`src/rtl/sexpr_char_lexer_macros.svh`:
```
// Assertion macros shared by the lexer RTL.
// Each macro expects clk and arst_n in the scope where it is used.
`ifndef SEXPR_CHAR_LEXER_MACROS_SVH
`define SEXPR_CHAR_LEXER_MACROS_SVH

// Condition that must hold at every clock edge outside reset.
`define SCLX_ASSERT_ALWAYS(label, cond, msg) \
	label: assert property (@(posedge clk) disable iff (!arst_n) (cond)) else $error(msg);

// Implication checked on the same edge.
`define SCLX_ASSERT_SAME(label, ante, cons, msg) \
	label: assert property (@(posedge clk) disable iff (!arst_n) (ante) |-> (cons)) \
		else $error(msg);

// Implication whose consequent is checked at the next edge.
`define SCLX_ASSERT_NEXT(label, ante, cons, msg) \
	label: assert property (@(posedge clk) disable iff (!arst_n) (ante) |=> (cons)) \
		else $error(msg);

`endif

```
`src/rtl/sclx_pkg.sv`:
```
// Package for the S-expression character lexer: field widths, token and error codes,
// character constants, the result record and the character classification functions.
// No dependencies.
package sclx_pkg;

	localparam int CHAR_W  = 8;
	localparam int KIND_W  = 3;
	localparam int BR_W    = 3;
	localparam int INT_W   = 64;
	localparam int ERR_W   = 2;
	localparam int DIGIT_W = 4;

	// Token kinds.
	localparam logic [KIND_W-1:0] KIND_BRACKET = 3'd0;
	localparam logic [KIND_W-1:0] KIND_INT     = 3'd1;
	localparam logic [KIND_W-1:0] KIND_IDENT   = 3'd2;
	localparam logic [KIND_W-1:0] KIND_STR     = 3'd3;
	localparam logic [KIND_W-1:0] KIND_ERROR   = 3'd4;

	// Bracket codes.
	localparam logic [BR_W-1:0] BR_LPAREN = 3'd0;
	localparam logic [BR_W-1:0] BR_RPAREN = 3'd1;
	localparam logic [BR_W-1:0] BR_LSQ    = 3'd2;
	localparam logic [BR_W-1:0] BR_RSQ    = 3'd3;
	localparam logic [BR_W-1:0] BR_LCURLY = 3'd4;
	localparam logic [BR_W-1:0] BR_RCURLY = 3'd5;

	// Error codes.
	localparam logic [ERR_W-1:0] ERR_NONE       = 2'd0;
	localparam logic [ERR_W-1:0] ERR_BAD_DIGIT  = 2'd1;
	localparam logic [ERR_W-1:0] ERR_UNCLOSED   = 2'd2;
	localparam logic [ERR_W-1:0] ERR_BACKSLASH  = 2'd3;

	// Characters the lexer reacts to.
	localparam logic [CHAR_W-1:0] CH_LPAREN  = 8'h28;
	localparam logic [CHAR_W-1:0] CH_RPAREN  = 8'h29;
	localparam logic [CHAR_W-1:0] CH_LSQ     = 8'h5B;
	localparam logic [CHAR_W-1:0] CH_RSQ     = 8'h5D;
	localparam logic [CHAR_W-1:0] CH_LCURLY  = 8'h7B;
	localparam logic [CHAR_W-1:0] CH_RCURLY  = 8'h7D;
	localparam logic [CHAR_W-1:0] CH_SPACE   = 8'h20;
	localparam logic [CHAR_W-1:0] CH_TAB     = 8'h09;
	localparam logic [CHAR_W-1:0] CH_QUOTE   = 8'h22;
	localparam logic [CHAR_W-1:0] CH_APOS    = 8'h27;
	localparam logic [CHAR_W-1:0] CH_BSLASH  = 8'h5C;
	localparam logic [CHAR_W-1:0] CH_0       = 8'h30;
	localparam logic [CHAR_W-1:0] CH_7       = 8'h37;
	localparam logic [CHAR_W-1:0] CH_9       = 8'h39;
	localparam logic [CHAR_W-1:0] CH_LA      = 8'h61;
	localparam logic [CHAR_W-1:0] CH_LF      = 8'h66;
	localparam logic [CHAR_W-1:0] CH_UA      = 8'h41;
	localparam logic [CHAR_W-1:0] CH_UF      = 8'h46;
	localparam logic [CHAR_W-1:0] CH_LN      = 8'h6E;
	localparam logic [CHAR_W-1:0] CH_LT      = 8'h74;
	localparam logic [CHAR_W-1:0] CH_LR      = 8'h72;
	localparam logic [CHAR_W-1:0] CH_LV      = 8'h76;
	localparam logic [CHAR_W-1:0] CH_LX      = 8'h78;
	localparam logic [CHAR_W-1:0] CH_NL      = 8'h0A;
	localparam logic [CHAR_W-1:0] CH_CR      = 8'h0D;
	localparam logic [CHAR_W-1:0] CH_VT      = 8'h0B;
	localparam logic [CHAR_W-1:0] CH_NUL     = 8'h00;
	localparam logic [CHAR_W-1:0] HEX_ALPHA_OFS = 8'd10;

	typedef enum logic [1:0] {
		BASE_DEC = 2'd0,
		BASE_OCT = 2'd1,
		BASE_HEX = 2'd2
	} num_base_t;

	// One result record as it leaves the block.
	typedef struct packed {
		logic [KIND_W-1:0] kind;
		logic [BR_W-1:0]   bracket;
		logic [INT_W-1:0]  int_value;
		logic [CHAR_W-1:0] text_char;
		logic              text_valid;
		logic              token_last;
		logic [ERR_W-1:0]  error_code;
		logic              run_last;
	} result_t;

	// Classification result: hit flag and a small code or value.
	typedef struct packed {
		logic              hit;
		logic [CHAR_W-1:0] val;
	} char_class_t;

	function automatic char_class_t bracket_of(input logic [CHAR_W-1:0] c);
		char_class_t r;
		r.hit = 1'b1;
		r.val = '0;
		case (c)
			CH_LPAREN: r.val = {5'd0, BR_LPAREN};
			CH_RPAREN: r.val = {5'd0, BR_RPAREN};
			CH_LSQ:    r.val = {5'd0, BR_LSQ};
			CH_RSQ:    r.val = {5'd0, BR_RSQ};
			CH_LCURLY: r.val = {5'd0, BR_LCURLY};
			CH_RCURLY: r.val = {5'd0, BR_RCURLY};
			default:   r.hit = 1'b0;
		endcase
		return r;
	endfunction

	// Digit value of c in the given base; hit is low for a non-digit.
	function automatic char_class_t digit_of(input logic [CHAR_W-1:0] c, input num_base_t b);
		char_class_t r;
		r.hit = 1'b0;
		r.val = '0;
		if (c >= CH_0 && c <= CH_9 && (b != BASE_OCT || c <= CH_7)) begin
			r.hit = 1'b1;
			r.val = c - CH_0;
		end else if (b == BASE_HEX && c >= CH_LA && c <= CH_LF) begin
			r.hit = 1'b1;
			r.val = c - CH_LA + HEX_ALPHA_OFS;
		end else if (b == BASE_HEX && c >= CH_UA && c <= CH_UF) begin
			r.hit = 1'b1;
			r.val = c - CH_UA + HEX_ALPHA_OFS;
		end
		return r;
	endfunction

	// Character produced by an escape; hit is low for an escape that yields nothing.
	function automatic char_class_t escape_of(input logic [CHAR_W-1:0] c);
		char_class_t r;
		r.hit = 1'b1;
		r.val = '0;
		case (c)
			CH_LN:     r.val = CH_NL;
			CH_LT:     r.val = CH_TAB;
			CH_BSLASH: r.val = CH_BSLASH;
			CH_0:      r.val = CH_NUL;
			CH_APOS:   r.val = CH_APOS;
			CH_LR:     r.val = CH_CR;
			CH_LV:     r.val = CH_VT;
			default:   r.hit = 1'b0;
		endcase
		return r;
	endfunction

endpackage

```
`src/rtl/sexpr_char_lexer.sv`:
```
// Character-serial S-expression lexer: input register, one-step lexer logic and a
// two-entry result buffer. Depends on sclx_pkg and sexpr_char_lexer_macros.svh.
//
//  channel | handshake              | payload
//  --------+------------------------+--------------------------------------------------
//  input   | in_valid / in_stall    | char_in, line_end
//  output  | out_valid / out_stall  | token_kind, bracket_code, int_value, text_char,
//          |                        | text_valid, token_last, error_code, run_last
//
// Each character passes the lexer step once; a new one can enter every cycle while the buffer has room.
// An item that makes two results (a word followed by a bracket) needs two output
// transfers, so the two-entry result buffer sets the rate when the output is the limit.
// An accepted item passes the input register and then the result buffer before its first result is offered.
// Reset returns the lexer to the idle mode with an empty word and empty buffers.
// A stall on the output holds the buffer; the input stalls once the buffer lacks room.
`include "sexpr_char_lexer_macros.svh"

module sexpr_char_lexer (
	input  logic                          clk,
	input  logic                          arst_n,
	input  logic                          in_valid,
	output logic                          in_stall,
	input  logic [sclx_pkg::CHAR_W-1:0]   char_in,
	input  logic                          line_end,
	output logic                          out_valid,
	input  logic                          out_stall,
	output logic [sclx_pkg::KIND_W-1:0]   token_kind,
	output logic [sclx_pkg::BR_W-1:0]     bracket_code,
	output logic [sclx_pkg::INT_W-1:0]    int_value,
	output logic [sclx_pkg::CHAR_W-1:0]   text_char,
	output logic                          text_valid,
	output logic                          token_last,
	output logic [sclx_pkg::ERR_W-1:0]    error_code,
	output logic                          run_last
);
	import sclx_pkg::*;

	typedef enum logic [2:0] {
		M_IDLE  = 3'd0,
		M_IDENT = 3'd1,
		M_NUM   = 3'd2,
		M_STR   = 3'd3,
		M_ESC   = 3'd4,
		M_SKIP  = 3'd5
	} lex_mode_t;

	// Input register.
	logic              item_valid_s1;
	logic [CHAR_W-1:0] char_s1;
	logic              line_end_s1;

	// Lexer state.
	lex_mode_t         mode_q;
	logic [CHAR_W-1:0] held_char_q;
	logic              held_valid_q;
	logic [INT_W-1:0]  acc_q;
	num_base_t         base_q;
	logic              lead_zero_q;

	// Result buffer.
	result_t           ent_q [2];
	logic [1:0]        cnt_q;

	// Next state and results of one step.
	lex_mode_t         mode_d;
	logic [CHAR_W-1:0] held_char_d;
	logic              held_valid_d;
	logic [INT_W-1:0]  acc_d;
	num_base_t         base_d;
	logic              lead_zero_d;
	result_t           res0;
	result_t           res1;
	logic [1:0]        res_n;

	logic              pop;
	logic              advance;
	logic              load;
	logic [1:0]        room;
	logic [1:0]        kept;
	logic [1:0]        cnt_d;
	result_t           ent0_d;
	result_t           ent1_d;

	char_class_t       br;
	char_class_t       dig;
	char_class_t       esc;
	logic              is_delim;
	logic [INT_W-1:0]  acc_scaled;

	// Lexer step for the item in the input register.
	always_comb begin
		mode_d       = mode_q;
		held_char_d  = held_char_q;
		held_valid_d = held_valid_q;
		acc_d        = acc_q;
		base_d       = base_q;
		lead_zero_d  = lead_zero_q;
		res0         = '0;
		res1         = '0;
		res_n        = 2'd0;
		br           = bracket_of(char_s1);
		esc          = escape_of(char_s1);
		dig          = digit_of(char_s1, base_q);
		is_delim     = br.hit || char_s1 == CH_SPACE || char_s1 == CH_TAB ||
			char_s1 == CH_QUOTE;
		case (base_q)
			BASE_HEX: acc_scaled = {acc_q[INT_W-5:0], 4'd0};
			BASE_OCT: acc_scaled = {acc_q[INT_W-4:0], 3'd0};
			default:  acc_scaled = {acc_q[INT_W-4:0], 3'd0} + {acc_q[INT_W-2:0], 1'b0};
		endcase

		if (line_end_s1) begin
			// Line end flushes the open word or reports an open string.
			if (mode_q == M_IDENT && held_valid_q) begin
				res0.kind = KIND_IDENT;
				res0.text_char = held_char_q;
				res0.text_valid = 1'b1;
				res0.token_last = 1'b1;
				res_n = 2'd1;
			end else if (mode_q == M_NUM) begin
				res0.kind = KIND_INT;
				res0.int_value = acc_q;
				res_n = 2'd1;
			end else if (mode_q == M_STR || mode_q == M_ESC) begin
				res0.kind = KIND_ERROR;
				res0.error_code = ERR_UNCLOSED;
				res_n = 2'd1;
			end
			mode_d = M_IDLE;
			held_char_d = '0;
			held_valid_d = 1'b0;
			acc_d = '0;
			base_d = BASE_DEC;
			lead_zero_d = 1'b0;
		end else begin
			case (mode_q)
				M_SKIP: begin
				end
				M_STR: begin
					if (char_s1 == CH_QUOTE) begin
						// Closing quote; an empty string gets a marker result.
						res0.kind = KIND_STR;
						res0.text_char = held_valid_q ? held_char_q : CH_NUL;
						res0.text_valid = held_valid_q;
						res0.token_last = 1'b1;
						res_n = 2'd1;
						mode_d = M_IDLE;
						held_char_d = '0;
						held_valid_d = 1'b0;
						acc_d = '0;
						base_d = BASE_DEC;
						lead_zero_d = 1'b0;
					end else if (char_s1 == CH_BSLASH) begin
						mode_d = M_ESC;
					end else begin
						if (held_valid_q) begin
							res0.kind = KIND_STR;
							res0.text_char = held_char_q;
							res0.text_valid = 1'b1;
							res_n = 2'd1;
						end
						held_char_d = char_s1;
						held_valid_d = 1'b1;
					end
				end
				M_ESC: begin
					mode_d = M_STR;
					if (char_s1 == CH_QUOTE) begin
						// The quote still closes the string, which then ends in a backslash.
						res0.kind = KIND_ERROR;
						res0.error_code = ERR_BACKSLASH;
						res_n = 2'd1;
						mode_d = M_SKIP;
						held_char_d = '0;
						held_valid_d = 1'b0;
						acc_d = '0;
						base_d = BASE_DEC;
						lead_zero_d = 1'b0;
					end else if (esc.hit) begin
						if (held_valid_q) begin
							res0.kind = KIND_STR;
							res0.text_char = held_char_q;
							res0.text_valid = 1'b1;
							res_n = 2'd1;
						end
						held_char_d = esc.val;
						held_valid_d = 1'b1;
					end
				end
				M_IDLE, M_IDENT, M_NUM: begin
					if (is_delim) begin
						// A delimiter flushes the word, then a bracket follows it.
						if (mode_q == M_IDENT && held_valid_q) begin
							res0.kind = KIND_IDENT;
							res0.text_char = held_char_q;
							res0.text_valid = 1'b1;
							res0.token_last = 1'b1;
							res_n = 2'd1;
						end else if (mode_q == M_NUM) begin
							res0.kind = KIND_INT;
							res0.int_value = acc_q;
							res_n = 2'd1;
						end
						if (br.hit) begin
							if (res_n == 2'd0) begin
								res0.kind = KIND_BRACKET;
								res0.bracket = br.val[BR_W-1:0];
							end else begin
								res1.kind = KIND_BRACKET;
								res1.bracket = br.val[BR_W-1:0];
							end
							res_n = res_n + 2'd1;
						end
						mode_d = (char_s1 == CH_QUOTE) ? M_STR : M_IDLE;
						held_char_d = '0;
						held_valid_d = 1'b0;
						acc_d = '0;
						base_d = BASE_DEC;
						lead_zero_d = 1'b0;
					end else if (mode_q == M_IDLE) begin
						// First character of a word picks integer or identifier.
						held_char_d = '0;
						held_valid_d = 1'b0;
						acc_d = '0;
						base_d = BASE_DEC;
						lead_zero_d = 1'b0;
						if (char_s1 >= CH_0 && char_s1 <= CH_9) begin
							mode_d = M_NUM;
							if (char_s1 == CH_0) begin
								base_d = BASE_OCT;
								lead_zero_d = 1'b1;
							end else begin
								acc_d = {{(INT_W-CHAR_W){1'b0}}, char_s1 - CH_0};
							end
						end else begin
							mode_d = M_IDENT;
							held_char_d = char_s1;
							held_valid_d = 1'b1;
						end
					end else if (mode_q == M_IDENT) begin
						if (held_valid_q) begin
							res0.kind = KIND_IDENT;
							res0.text_char = held_char_q;
							res0.text_valid = 1'b1;
							res_n = 2'd1;
						end
						held_char_d = char_s1;
						held_valid_d = 1'b1;
					end else begin
						// Number digit; an x right after the leading zero selects hex.
						lead_zero_d = 1'b0;
						if (lead_zero_q && char_s1 == CH_LX) begin
							base_d = BASE_HEX;
						end else if (!dig.hit) begin
							res0.kind = KIND_ERROR;
							res0.error_code = ERR_BAD_DIGIT;
							res_n = 2'd1;
							mode_d = M_SKIP;
							held_char_d = '0;
							held_valid_d = 1'b0;
							acc_d = '0;
							base_d = BASE_DEC;
						end else begin
							acc_d = acc_scaled + {{(INT_W-DIGIT_W){1'b0}}, dig.val[DIGIT_W-1:0]};
						end
					end
				end
				default: begin
					mode_d = M_IDLE;
					held_char_d = '0;
					held_valid_d = 1'b0;
					acc_d = '0;
					base_d = BASE_DEC;
					lead_zero_d = 1'b0;
				end
			endcase
		end

		// The last result of the step carries run_last.
		if (res_n == 2'd2) begin
			res1.run_last = 1'b1;
		end else begin
			res0.run_last = 1'b1;
		end
	end

	// Handshake: the step runs only when its results fit in the buffer.
	assign pop      = out_valid && !out_stall;
	assign kept     = cnt_q - {1'b0, pop};
	assign room     = 2'd2 - kept;
	assign advance  = item_valid_s1 && (res_n <= room);
	assign in_stall = item_valid_s1 && !advance;
	assign load     = in_valid && !in_stall;

	// Buffer update: shift out the transfer, then append the new results.
	always_comb begin
		ent0_d = pop ? ent_q[1] : ent_q[0];
		ent1_d = ent_q[1];
		cnt_d  = kept;
		if (advance) begin
			cnt_d = kept + res_n;
			if (kept == 2'd0) begin
				ent0_d = res0;
				ent1_d = res1;
			end else if (kept == 2'd1) begin
				ent1_d = res0;
			end
		end
	end

	// Control and lexer state.
	always_ff @(posedge clk or negedge arst_n) begin
		if (!arst_n) begin
			item_valid_s1 <= 1'b0;
			cnt_q         <= 2'd0;
			mode_q        <= M_IDLE;
			held_char_q   <= '0;
			held_valid_q  <= 1'b0;
			acc_q         <= '0;
			base_q        <= BASE_DEC;
			lead_zero_q   <= 1'b0;
		end else begin
			cnt_q <= cnt_d;
			if (load) begin
				item_valid_s1 <= 1'b1;
			end else if (advance) begin
				item_valid_s1 <= 1'b0;
			end
			if (advance) begin
				mode_q       <= mode_d;
				held_char_q  <= held_char_d;
				held_valid_q <= held_valid_d;
				acc_q        <= acc_d;
				base_q       <= base_d;
				lead_zero_q  <= lead_zero_d;
			end
		end
	end

	// Payload registers.
	always_ff @(posedge clk) begin
		if (load) begin
			char_s1     <= char_in;
			line_end_s1 <= line_end;
		end
		ent_q[0] <= ent0_d;
		ent_q[1] <= ent1_d;
	end

	assign out_valid    = cnt_q != 2'd0;
	assign token_kind   = ent_q[0].kind;
	assign bracket_code = ent_q[0].bracket;
	assign int_value    = ent_q[0].int_value;
	assign text_char    = ent_q[0].text_char;
	assign text_valid   = ent_q[0].text_valid;
	assign token_last   = ent_q[0].token_last;
	assign error_code   = ent_q[0].error_code;
	assign run_last     = ent_q[0].run_last;

	`SCLX_ASSERT_ALWAYS(a_cnt_range, cnt_q <= 2'd2, "result buffer count out of range")
	`SCLX_ASSERT_NEXT(a_s1_held, item_valid_s1 && !advance,
		item_valid_s1 && $stable(char_s1) && $stable(line_end_s1),
		"waiting input item was lost or changed")
	`SCLX_ASSERT_SAME(a_err_kind, out_valid,
		(token_kind == KIND_ERROR) == (error_code != ERR_NONE),
		"error code does not match token kind")
	`SCLX_ASSERT_SAME(a_last_text, out_valid && token_last,
		token_kind == KIND_IDENT || token_kind == KIND_STR,
		"token_last on a non-text result")
	`SCLX_ASSERT_SAME(a_empty_str, out_valid && token_kind == KIND_STR && !text_valid,
		token_last, "empty string marker without token_last")

endmodule

```
`config.mk`:
```
export PLATFORM = sky130hd
export DESIGN_NAME = sexpr_char_lexer
export DESIGN_NICKNAME = d
export VERILOG_FILES = /design/src/rtl/sclx_pkg.sv /design/src/rtl/sexpr_char_lexer.sv
export VERILOG_INCLUDE_DIRS = /design/src /design/src/rtl
export SDC_FILE = /design/constraint.sdc
export NUM_CORES = 1
export LEC_CHECK = 0
export BUFFER_PORTS_ARGS = -buffer_cell sky130_fd_sc_hd__buf_2
export CAP_MARGIN = 0
export CELL_PAD_IN_SITES_DETAIL_PLACEMENT = 0
export CELL_PAD_IN_SITES_GLOBAL_PLACEMENT = 2
export CORE_MARGIN = 2
export CORE_UTILIZATION = 35
export DETAILED_ROUTE_END_ITERATION = 7
export PLACE_DENSITY_LB_ADDON = 0.1
export SLEW_MARGIN = 40
export SYNTH_ARGS = -nofsm -noshare
export SYNTH_HDL_FRONTEND = slang
export SYNTH_SLANG_ARGS = --single-unit
export TNS_END_PERCENT = 5
```
`constraint.sdc`:
```
create_clock -name clk -period 7.62 [get_ports clk]
set_clock_uncertainty 0.2 [all_clocks]
set_input_delay 0.381 -clock clk [delete_from_list [all_inputs] [get_ports clk]]
set_output_delay 0.381 -clock clk [all_outputs]
set_load 0.01 [all_outputs]
```
==> impl_results.md, run 1 <==
* Syn avg cell area at 8.42 um2
* Worst Slack Setup Final at 1.07 ns
* Initial DRC count at 1322
* Worst-path clk slew at 0.06 ns
* RSZ-0062 raised after global routing: false
* Main flop type after synthesis: edfxtp_1
* Crit path arrival time at 6.81 ns
* Clock Tree Root: clkbuf_16
* Die height at 236 um
* Pins Over Slew Limit at 0
* Worst slew pin tran at 0.893 ns
* IO buf count at 97
* Worst EP required at 7.88 ns
* Crit path kind: reg -> reg
* Die area at 55800 um2
* Critical-path maximum fanout at 13
* DP Cell Count at 2825
* Total power draw at 6.00 mW
* Post-synth top cells: nand2_1 (304), nor2_1 (142), a21oi_1 (130)
* Initial core utilization at 0.352
* H-tree Lvls at 1
* Core region area at 53600 um2
* Synthesized net count at 2338
* Fin area at 20300 um2
* Yosys reg bits at 257
* Final cell count without fillers at 2889
* Placed cell areas at 19300 um2
* Antenna viol nets, final at 0
* Number of synthesized flops with an enable pin at 92
* TritonCTS clock tree: done
* CTS Buf Count at 28
* Share of cells above drive strength 1 at 0.0985
* Synth top area share at 0.146
* Hpwl dp at 47.5 mm
* Layout net count at 2268
* Vias at 16700
* Tmin final at 6.55 ns
* Setup TNS at 0 ns
* Maximum Capacitance Violations at 0
* Final wirelength at 65.0 mm
* Peak VDD IR at 305 uV
* Hold path cells at 2
* Clk buf depth at 3
* Initial antenna violation count at 0
* Period Utilization, post-route at 0.860
* FILL cells at 5543
* Final Core Density at 0.379
* Hold path endpoint: ent_q[0][1]$_DFF_P_
* Reg-to-reg startpoint: char_s1[1]$_DFFE_PP_
* Post-synthesis sequential area ratio at 0.343
* Count leader, synth: nand2_1
* R2R Path End: acc_q[54]$_DFFE_PN0P_
* Tot GR Track Use at 0.225
* Final Setup Violations at 0
* Outcome: completed
* Routed vias/inst at 5.77
* First-pass GRT wire length at 98.9 mm
* Cell Pwr Density at 296 nW/um2
* WL/cell at 22.5 um
* Worst slew margin at 0.401
* Total grt overflow at 0
* Post-synth ARST share at 0.319
* Row cnt at 85
* FF-to-FF path depth at 21
* Io pins at 98
* Origin of the worst setup path: char_s1[1]$_DFFE_PP_
* Post-CTS Setup Repair Bufs at 0
* Area Growth Syn to Fin at 7.52%
* Most area-consuming cells after synthesis: edfxtp_1 (15%), dfrtp_1 (11%), dfxtp_1 (8.8%)
* Largest net degree at the start of global routing at 123
* Die Width at 236 um
* Final hold vios at 0
* Cell variety after synth at 94
* Crit start category: flip-flop
* Cell leakage power at 7.91 nW
* Clock Latency Late Sink at 0.57 ns
* Vias in the first global route at 15700
* Placer congestion estimate at 0.887
* Mapped Cells at 2241
* Pre-antenna DRT Iters at 5
* Max frequency at 0.153 GHz
* Final hold slack at 0.270 ns
* Worst setup EP type: flip-flop
* Post-place setup slack at 1.12 ns
* Synth area leader: edfxtp_1
* Mapped Area at 18900 um2
* Hold path start: ent_q[0][1]$_DFF_P_
* Remaining DRCs at 0
* Num Clock Sinks at 257
* Diodes inserted at 0
* R2R setup slack at 1.07 ns
* Warnings from Yosys at 0
* Hold Path Class: reg -> reg
report_power, final:
| group | switching (mW) | internal [mW] |
|---|---|---|
| sequential | 0.304 | 2.08 |
| clock | 0.575 | 0.758 |
| combinational | 1.54 | 0.749 |
how the worst max path moves through the flow:
stage,endpoint,depth (start not counted)
global route,acc_q[56]$_DFFE_PN0P_,21
finish,acc_q[54]$_DFFE_PN0P_,21
CTS,acc_q[54]$_DFFE_PN0P_,21
floorplan,acc_q[63]$_DFFE_PN0P_,27
global placement,acc_q[58]$_DFFE_PN0P_,21
detailed placement,acc_q[54]$_DFFE_PN0P_,21
state kept, by name, summed over array words and instances, names as in the netlist:
register / cells
ent_q: 166
acc_q: 64
char_s1: 8
held_char_q: 8
mode_q: 3
base_q: 2
cnt_q: 2
held_valid_q: 1
item_valid_s1: 1
lead_zero_q: 1
line_end_s1: 1
cell usage in the layout, fill, tap and decap left out, types with 12 or more instances in the layout:
master         count
a21o_1            25
ha_1              80
o22ai_1           80
a31oi_1           18
a221oi_1          34
o31ai_1           39
mux2i_1           84
and2_1            90
xnor2_1           57
nand3_1           43
nand2b_1          13
dfxtp_1           83
edfxtp_1          92
o21ai_0          126
o21a_1            15
or3_1             23
nor3_1            51
xor2_1            37
a22oi_1           18
nand2_1          302
a211oi_1          12
buf_2             96
and3_1            17
buf_4             16
o211ai_1          15
nor2_1           139
dfrtp_1           82
dlygate4sd3_1     12
inv_1             35
nand4_1           41
a221o_1           24
clkbuf_16         30
a21oi_1          130
nor4_1            21
area by class of cell:
type | count | area, um2 | share of cell area
inverter | 36 | 135 | 0.00666
tap | 696 | 871 | 0.0429
sequential | 257 | 6480 | 0.319
timing repair buffer | 130 | 806 | 0.0397
clock buffer | 45 | 847 | 0.0417
multi-input combinational | 1718 | 11100 | 0.548
clock inverter | 7 | 37.5 | 0.00185
layer usage:
layer / share of wire / track usage / routed length, um
met5: 0 / 0 / 0
met4: 0.018 / 0.0491 / 1190
met3: 0.049 / 0.0225 / 3180
met2: 0.43 / 0.339 / 27900
met1: 0.50 / 0.345 / 32700
what timing repair did:
action	in CTS	in global routing
hold buffers	12	0
hold endpoints to repair	92	0
gates resized for setup	0	0
cell families after synthesis:
group	after synthesis	synth area share
and+or+nand+nor	809	0.212
AOI/OAI and AO/OA	642	0.226
buffers and inverters	266	0.0713
DFF	257	0.343
xor gates and xnor gates	94	0.0436
muxes	89	0.0475
adders and majority gates	84	0.0565
critical path, stage by stage (launching register included):
cell       delay [ns]
edfxtp_1         0.52
inv_1            0.16
ha_1             0.28
nor2_1           0.11
o21ai_0          0.07
and2_1           0.22
a21boi_0         0.13
o21ai_1          0.39
o41a_1           0.46
nor2_1           0.15
ha_1             0.30
a21o_1           0.10
a21oi_1          0.10
nor3b_1          0.62
nand2b_1         0.21
nor2_1           0.15
nand4bb_1        0.24
nor4_1           0.48
nand4b_1         0.75
nor4_1           0.50
xnor2_1          0.11
o31ai_1          0.21
Note: power is estimated with default switching activity, not from simulation.
==> run 2: changes to the inputs <==
- clock period: 7.62 -> 5.4 ns (I/O delays scaled with it)
==> impl_results.md, run 2 (synthesized netlist as in run 1, its figures left out) <==
* Outcome: completed (unchanged)
* Pins Over Slew Limit at 0 (unchanged)
* Num Clock Sinks at 257 (unchanged)
* Most frequent cells in the layout: nand2_1 (302), nor2_1 (136), a21oi_1 (128), buf_4 (128), o21ai_0 (126) (was nand2_1 (302), nor2_1 (139), a21oi_1 (130))
* Worst slew pin tran at 0.842 ns (was 0.893 ns)
* Crit start category: flip-flop (unchanged)
* Wire length on met1 at 34.6 mm (was 32.7 mm)
* Worst setup EP type: flip-flop (unchanged)
* Number of flip-flops in the largest register at 166 (unchanged)
* Final hold vios at 0 (unchanged)
* Row cnt at 85 (unchanged)
* NetSw at 3.59 mW (was 2.42 mW)
* Total grt overflow at 0 (unchanged)
* Remaining DRCs at 0 (unchanged)
* IO buf count at 97 (unchanged)
* Clock Latency Late Sink at 0.59 ns (was 0.57 ns)
* Layout net count at 2387 (was 2268)
* Critical path's largest stage delay at 0.49 ns (was 0.75 ns)
* Die area at 55800 um2 (unchanged)
* Clock Tree Root: clkbuf_16 (unchanged)
* Tot GR Track Use at 0.237 (was 0.225)
* RSZ-0062 raised after global routing: true (was false)
* Combinational fraction of design power at 0.413 (was 0.381)
* Cell Pwr Density at 422 nW/um2 (was 296 nW/um2)
* Reg-to-reg startpoint: acc_q[3]$_DFFE_PN0P_ (was char_s1[1]$_DFFE_PP_)
* Sequential share of power at 0.365 (was 0.397)
* Cell leakage power at 8.60 nW (was 7.91 nW)
* Worst Slack Setup Final at 0.209 ns (was 1.07 ns)
* Vias at 17300 (was 16700)
* Die Width at 236 um (unchanged)
* Critical-path maximum fanout at 11 (was 13)
* Share of cells above drive strength 1 at 0.155 (was 0.0985)
* Hold Path Class: in -> async (was reg -> reg)
* Worst path buffer plus inverter count at 2 (was 1)
* H-tree Lvls at 1 (unchanged)
* Clk buf depth at 3 (unchanged)
* TritonCTS clock tree: done (unchanged)
* FILL cells at 5489 (was 5543)
* Routed wl met3 at 3.49 mm (was 3.18 mm)
* Initial antenna violation count at 2 (was 0)
* Initial DRC count at 1347 (was 1322)
* Crit path kind: reg -> reg (unchanged)
* Core region area at 53600 um2 (unchanged)
* Largest net degree at the start of global routing at 76 (was 123)
* Pre-antenna DRT Iters at 7 (was 5)
* Worst EP required at 5.69 ns (was 7.88 ns)
* CP top delay family: simple AND/OR/NAND/NOR gates (unchanged)
* Die height at 236 um (unchanged)
* Worst slew margin at 0.437 (was 0.401)
* Tmin final at 5.19 ns (was 6.55 ns)
* Peak VDD IR at 239 uV (was 305 uV)
* Origin of the worst setup path: acc_q[3]$_DFFE_PN0P_ (was char_s1[1]$_DFFE_PP_)
* Hpwl dp at 50.6 mm (was 47.5 mm)
* Final hold slack at 0.0238 ns (was 0.270 ns)
* Internal at 5.46 mW (was 3.59 mW)
* Clk pwr share at 0.222 (about the same)
* Routed vias/inst at 5.76 (was 5.77)
* Register name with the most flops: ent_q (unchanged)
* Final wirelength at 67.9 mm (was 65.0 mm)
* Switching Fraction at 0.396 (was 0.403)
* CP max stage cell: dfrtp_2 (was nand4b_1)
* Antenna viol nets, final at 0 (unchanged)
* Routed length on met2 at 28.6 mm (was 27.9 mm)
* Footprint of the multi-input gates at 11200 um2 (was 11100 um2)
* Vias in the first global route at 16500 (was 15700)
* Area Growth Syn to Fin at 13.6% (was 7.52%)
* Crit path arrival time at 5.48 ns (was 6.81 ns)
* Io pins at 98 (unchanged)
* Initial core utilization at 0.352 (unchanged)
* Post-place setup slack at 0.0294 ns (was 1.12 ns)
* Period Utilization, post-route at 0.961 (was 0.860)
* First-pass GRT wire length at 103 mm (was 98.9 mm)
* Final cell count without fillers at 3010 (was 2889)
* Top Registers: ent_q (166), acc_q (64) (unchanged)
* CP cell instances: ha_1 > a211oi_2 > o21ai_1 > a22oi_1 > buf_4 > a311oi_2 > or3_4 > mux2i_1 > or3b_4 > nor4_4 > nand3_1 > buf_4 > nor4_2 > xor2_1 > o31ai_1 (was inv_1 > ha_1 > nor2_1 > o21ai_0 > and2_1 > a21boi_0 > o21ai_1 > o41a_1 > nor2_1 > ha_1 > a21o_1 > a21oi_1 > nor3b_1 > nand2b_1 > nor2_1 > nand4bb_1 > nor4_1 > nand4b_1 > nor4_1 > xnor2_1 > o31ai_1)
* Max frequency at 0.193 GHz (was 0.153 GHz)
* DP Cell Count at 2942 (was 2825)
* WL/cell at 22.5 um (about the same)
* CTS Buf Count at 29 (was 28)
* Most common cell after layout, fill and taps aside: nand2_1 (unchanged)
* Total power draw at 9.05 mW (was 6.00 mW)
* Maximum Capacitance Violations at 0 (unchanged)
* Final Setup Violations at 0 (unchanged)
* Final Core Density at 0.400 (was 0.379)
* Placer congestion estimate at 0.919 (was 0.887)
* Storage cell area at 6480 um2 (about the same)
* Worst-path clk slew at 0.06 ns (about the same)
* Cell mode on critical path: buf_4 (was nor2_1)
* DR top layer: met5 (was met4)
-- run 2: changes by cell type in the layout (fill, tap and decap cells not counted), sizes merged --
| cell | change |
|---|---|
| bufinv | +3 |
| inv | +2 |
| buf | +119 |
| clkinv | +2 |
| clkinvlp | +1 |
| diode | +1 |
| clkbuf | -6 |
| dlygate4sd3 | -1 |
-- run 2: metal layers --
| layer | track usage | vias to the layer above |
|---|---|---|
| li1 | - | 8342 |
| met1 | 0.364 | 8469 |
| met2 | 0.348 | 440 |
| met3 | 0.0312 | 77 |
| met4 | 0.0533 | 2 |
| met5 | 0 | - |
-- run 2: power by group through the flow --
| stage | clock network (mW) | logic [mW] | registers (mW) |
|---|---|---|---|
| after floorplan | 0 | 2.64 | 3.20 |
| after global routing | 2.13 | 4.10 | 3.39 |
| after global placement | 0 | 3.73 | 3.33 |
| final | 2.01 | 3.74 | 3.31 |
| after CTS | 2.07 | 3.77 | 3.32 |
| after detailed placement | 0 | 3.74 | 3.36 |
-- run 2: stage by stage --
stage,TNS [ns],cell area (um2)
floorplan,-15.52,18900
global placement,0,20200
detailed placement,0,20300
CTS,0,21300
global route,-0.240,21400
finish,0,21400
-- run 2: worst register-to-register path: stages (launching register included) --
cell      delay (ns)
dfrtp_2         0.49
ha_1            0.34
a211oi_2        0.41
o21ai_1         0.23
a22oi_1         0.48
buf_4           0.23
a311oi_2        0.15
or3_4           0.37
mux2i_1         0.33
or3b_4          0.48
nor4_4          0.37
nand3_1         0.23
buf_4           0.20
nor4_2          0.29
xor2_1          0.11
o31ai_1         0.19
-- run 2: path summary, 6_finish.rpt --
check	to	slack, ns	cells after the start
setup / recovery	acc_q[61]$_DFFE_PN0P_	0.21	15
setup reg to reg	acc_q[61]$_DFFE_PN0P_	0.21	15
hold reg to reg	ent_q[0][1]$_DFF_P_	0.27	2
min in group clk	ent_q[0][1]$_DFF_P_	0.13	5
hold / removal	cnt_q[1]$_DFF_PN0_	0.02	2
max in group asynchronous	acc_q[3]$_DFFE_PN0P_	3.83	3
-- run 2: final cells by class --
class,count,share of cell area
diodes,1,0.000117
repair buffers,248,0.0833
well taps,696,0.0406
multi-input cells,1718,0.524
inverters,36,0.00630
clock inverters,15,0.00794
clock buffers,39,0.0361
flip-flops and latches,257,0.302
-- run 2: repair_timing --
item | CTS | global route
hold buffers | 11 | 0
endpoints found under the hold margin | 50 | 0
gates resized for setup | 0 | 29
endpoints found under the setup margin | 0 | 28
setup buffers | 0 | 2
==> run 3: changes to the inputs <==
- CTS_BUF_LIST: default -> sky130_fd_sc_hd__clkbuf_16
- PLACE_DENSITY_LB_ADDON: 0.1 -> 0.12
==> impl_results.md, run 3 (synthesized netlist as in run 1, its figures left out) <==
* Outcome: completed (unchanged)
* Worst slew pin tran at 0.868 ns (was 0.842 ns)
* Final cell count without fillers at 3012 (was 3010)
* Final hold vios at 0 (unchanged)
* FF-to-FF path depth at 21 (was 15)
* WL/cell at 22.3 um (was 22.5 um)
* Clock Latency Late Sink at 0.59 ns (about the same)
* IO buf count at 97 (unchanged)
* Tot GR Track Use at 0.236 (was 0.237)
* Worst-path clk slew at 0.06 ns (about the same)
* Routed vias/inst at 5.77 (was 5.76)
* Initial DRC count at 1557 (was 1347)
* CTS Buf Count at 29 (unchanged)
* Largest net degree at the start of global routing at 120 (was 76)
* Register name with the most flops: ent_q (unchanged)
* Most frequent cells in the layout: nand2_1 (302), nor2_1 (138), buf_4 (136) (was nand2_1 (302), nor2_1 (136), a21oi_1 (128), buf_4 (128), o21ai_0 (126))
* Critical-path maximum fanout at 6 (was 11)
* Hold path endpoint: cnt_q[0]$_DFF_PN0_
* Share of cells above drive strength 1 at 0.154 (was 0.155)
* Clock Tree Root: clkbuf_16 (unchanged)
* Worst setup EP type: flip-flop (unchanged)
* Layout net count at 2390 (was 2387)
* Core region area at 53600 um2 (unchanged)
* Remaining DRCs at 0 (unchanged)
* Crit path arrival time at 5.45 ns (was 5.48 ns)
* Crit path kind: reg -> reg (unchanged)
* Most common cell after layout, fill and taps aside: nand2_1 (unchanged)
* Die Width at 236 um (unchanged)
* Pins Over Slew Limit at 0 (unchanged)
* Cell Pwr Density at 415 nW/um2 (was 422 nW/um2)
* R2R Path End: acc_q[63]$_DFFE_PN0P_ (was acc_q[61]$_DFFE_PN0P_)
* Initial core utilization at 0.352 (unchanged)
* Hold path cells at 5
* Hold Path Class: in -> reg (was in -> async)
* Final Core Density at 0.399 (was 0.400)
* R2R setup slack at 0.21 ns (about the same)
* Row cnt at 85 (unchanged)
* Initial antenna violation count at 0 (was 2)
* Vias in the first global route at 16600 (was 16500)
* Critical path's largest stage delay at 0.54 ns (was 0.49 ns)
* Final wirelength at 67.3 mm (was 67.9 mm)
* First-pass GRT wire length at 103 mm (about the same)
* CP max stage cell: or4b_4 (was dfrtp_2)
* Die height at 236 um (unchanged)
* DP Cell Count at 2941 (was 2942)
* Cell leakage power at 8.65 nW (was 8.60 nW)
* Tmin final at 5.19 ns (about the same)
* Top Registers: ent_q (166), acc_q (64) (unchanged)
* Worst slew margin at 0.415 (was 0.437)
* Pre-antenna DRT Iters at 6 (was 7)
* Max frequency at 0.193 GHz (about the same)
* Area Growth Syn to Fin at 13.4% (was 13.6%)
* Io pins at 98 (unchanged)
* Placer congestion estimate at 0.884 (was 0.919)
* Hold path start: out_stall
* Peak VDD IR at 584 uV (was 239 uV)
* Diodes inserted at 0 (was 1)
* CP top delay family: simple AND/OR/NAND/NOR gates (unchanged)
* Worst EP required at 5.66 ns (was 5.69 ns)
* Die area at 55800 um2 (unchanged)
* CP cell instances: inv_2 > ha_1 > buf_4 > nand2b_1 > o31ai_1 > a21oi_1 > a21oi_1 > o41a_1 > nor2_1 > ha_2 > fa_2 > a21oi_1 > nor2_1 > nand2_1 > or3_4 > or4b_4 > or4_4 > nand4bb_4 > nor4_1 > nand3b_1 > a32o_1 (was ha_1 > a211oi_2 > o21ai_1 > a22oi_1 > buf_4 > a311oi_2 > or3_4 > mux2i_1 > or3b_4 > nor4_4 > nand3_1 > buf_4 > nor4_2 > xor2_1 > o31ai_1)
* Number of flip-flops in the largest register at 166 (unchanged)
* Total grt overflow at 0 (unchanged)
* H-tree Lvls at 1 (unchanged)
* Num Clock Sinks at 257 (unchanged)
* Final Setup Violations at 0 (unchanged)
* Cell mode on critical path: a21oi_1 (was buf_4)
* Maximum Capacitance Violations at 0 (unchanged)
* RSZ-0062 raised after global routing: true (unchanged)
* Crit start category: flip-flop (unchanged)
* Period Utilization, post-route at 0.961 (about the same)
* Hpwl dp at 49.6 mm (was 50.6 mm)
* Reg-to-reg startpoint: char_s1[1]$_DFFE_PP_ (was acc_q[3]$_DFFE_PN0P_)
* TritonCTS clock tree: done (unchanged)
* Vias at 17400 (was 17300)
* Antenna viol nets, final at 0 (unchanged)
* Worst path buffer plus inverter count at 2 (unchanged)
* Clk buf depth at 3 (unchanged)
run 3: cell count changes in the layout (fill, tap and decap cells not counted), sizes merged:
cell,previous run,this run
buf,237,240
bufinv,3,5
clkbuf,39,30
clkinv,9,15
clkinvlp,2,1
diode,1,0
inv,37,39
run 3: how the worst max path moves through the flow:
stage | startpoint | end | slack [ns] | depth (start not counted)
floorplan | base_q[0]$_DFFE_PN0P_ | acc_q[63]$_DFFE_PN0P_ | -0.86 | 27
finish | char_s1[1]$_DFFE_PP_ | acc_q[63]$_DFFE_PN0P_ | 0.21 | 21
global route | char_s1[0]$_DFFE_PP_ | acc_q[53]$_DFFE_PN0P_ | -0.09 | 21
global placement | char_s1[0]$_DFFE_PP_ | acc_q[49]$_DFFE_PN0P_ | 0.06 | 22
detailed placement | char_s1[0]$_DFFE_PP_ | acc_q[63]$_DFFE_PN0P_ | 0.03 | 21
CTS | char_s1[0]$_DFFE_PP_ | acc_q[63]$_DFFE_PN0P_ | 0.01 | 21
run 3: worst register-to-register path, delay by kind of cell (launching register included):
| family | cells | cell delay, ns |
|---|---|---|
| simple gates | 10 | 2.62 |
| compound gates | 6 | 1.04 |
| buf+inv | 2 | 0.25 |
| fa+ha+maj | 3 | 0.57 |
| flops | 1 | 0.39 |
run 3: layer usage:
layer	GRT usage	part of all wire	wire length (um)
met1	0.367	0.51	34400
met2	0.350	0.43	28600
met3	0.0235	0.047	3160
met4	0.0455	0.017	1120
met5	0	0	0
run 3: per-stage QoR:
stage / hold WS, ns / cell area, um2 / setup TNS (ns) / setup WS [ns] / total power, mW
2_1_floorplan: -0.226 / 18900 / -15.52 / -0.856 / 5.84
4_1_cts: 0.0267 / 21300 / 0 / 0.0119 / 8.99
6_report: 0.0458 / 21400 / 0 / 0.212 / 8.88
5_1_grt: 0.0829 / 21400 / -0.283 / -0.0921 / 9.46
3_3_place_gp: -0.0292 / 20200 / 0 / 0.0566 / 6.81
3_5_place_dp: -0.0205 / 20200 / 0 / 0.0301 / 6.84
run 3: area by class of cell:
class / instances / area (um2)
fill: 5519 / 32200
multi-input combinational: 1718 / 11200
sequential: 257 / 6480
timing repair buffer: 251 / 1730
tap: 696 / 871
clock buffer: 30 / 751
clock inverter: 24 / 254
inverter: 36 / 135
run 3: timing repair:
item | 4_1_cts | 5_1_grt
hold endpoints to repair | 92 | 0
hold buffers | 12 | 0
setup endpoints to repair | 0 | 19
resized for setup | 0 | 16
setup buffers | 0 | 5
run 3: report_power, final:
group          leakage [nW]  switching [mW]  internal [mW]
combinational          5.43            2.29           1.18
sequential             2.71           0.378           2.93
clock                 0.505           0.857           1.25
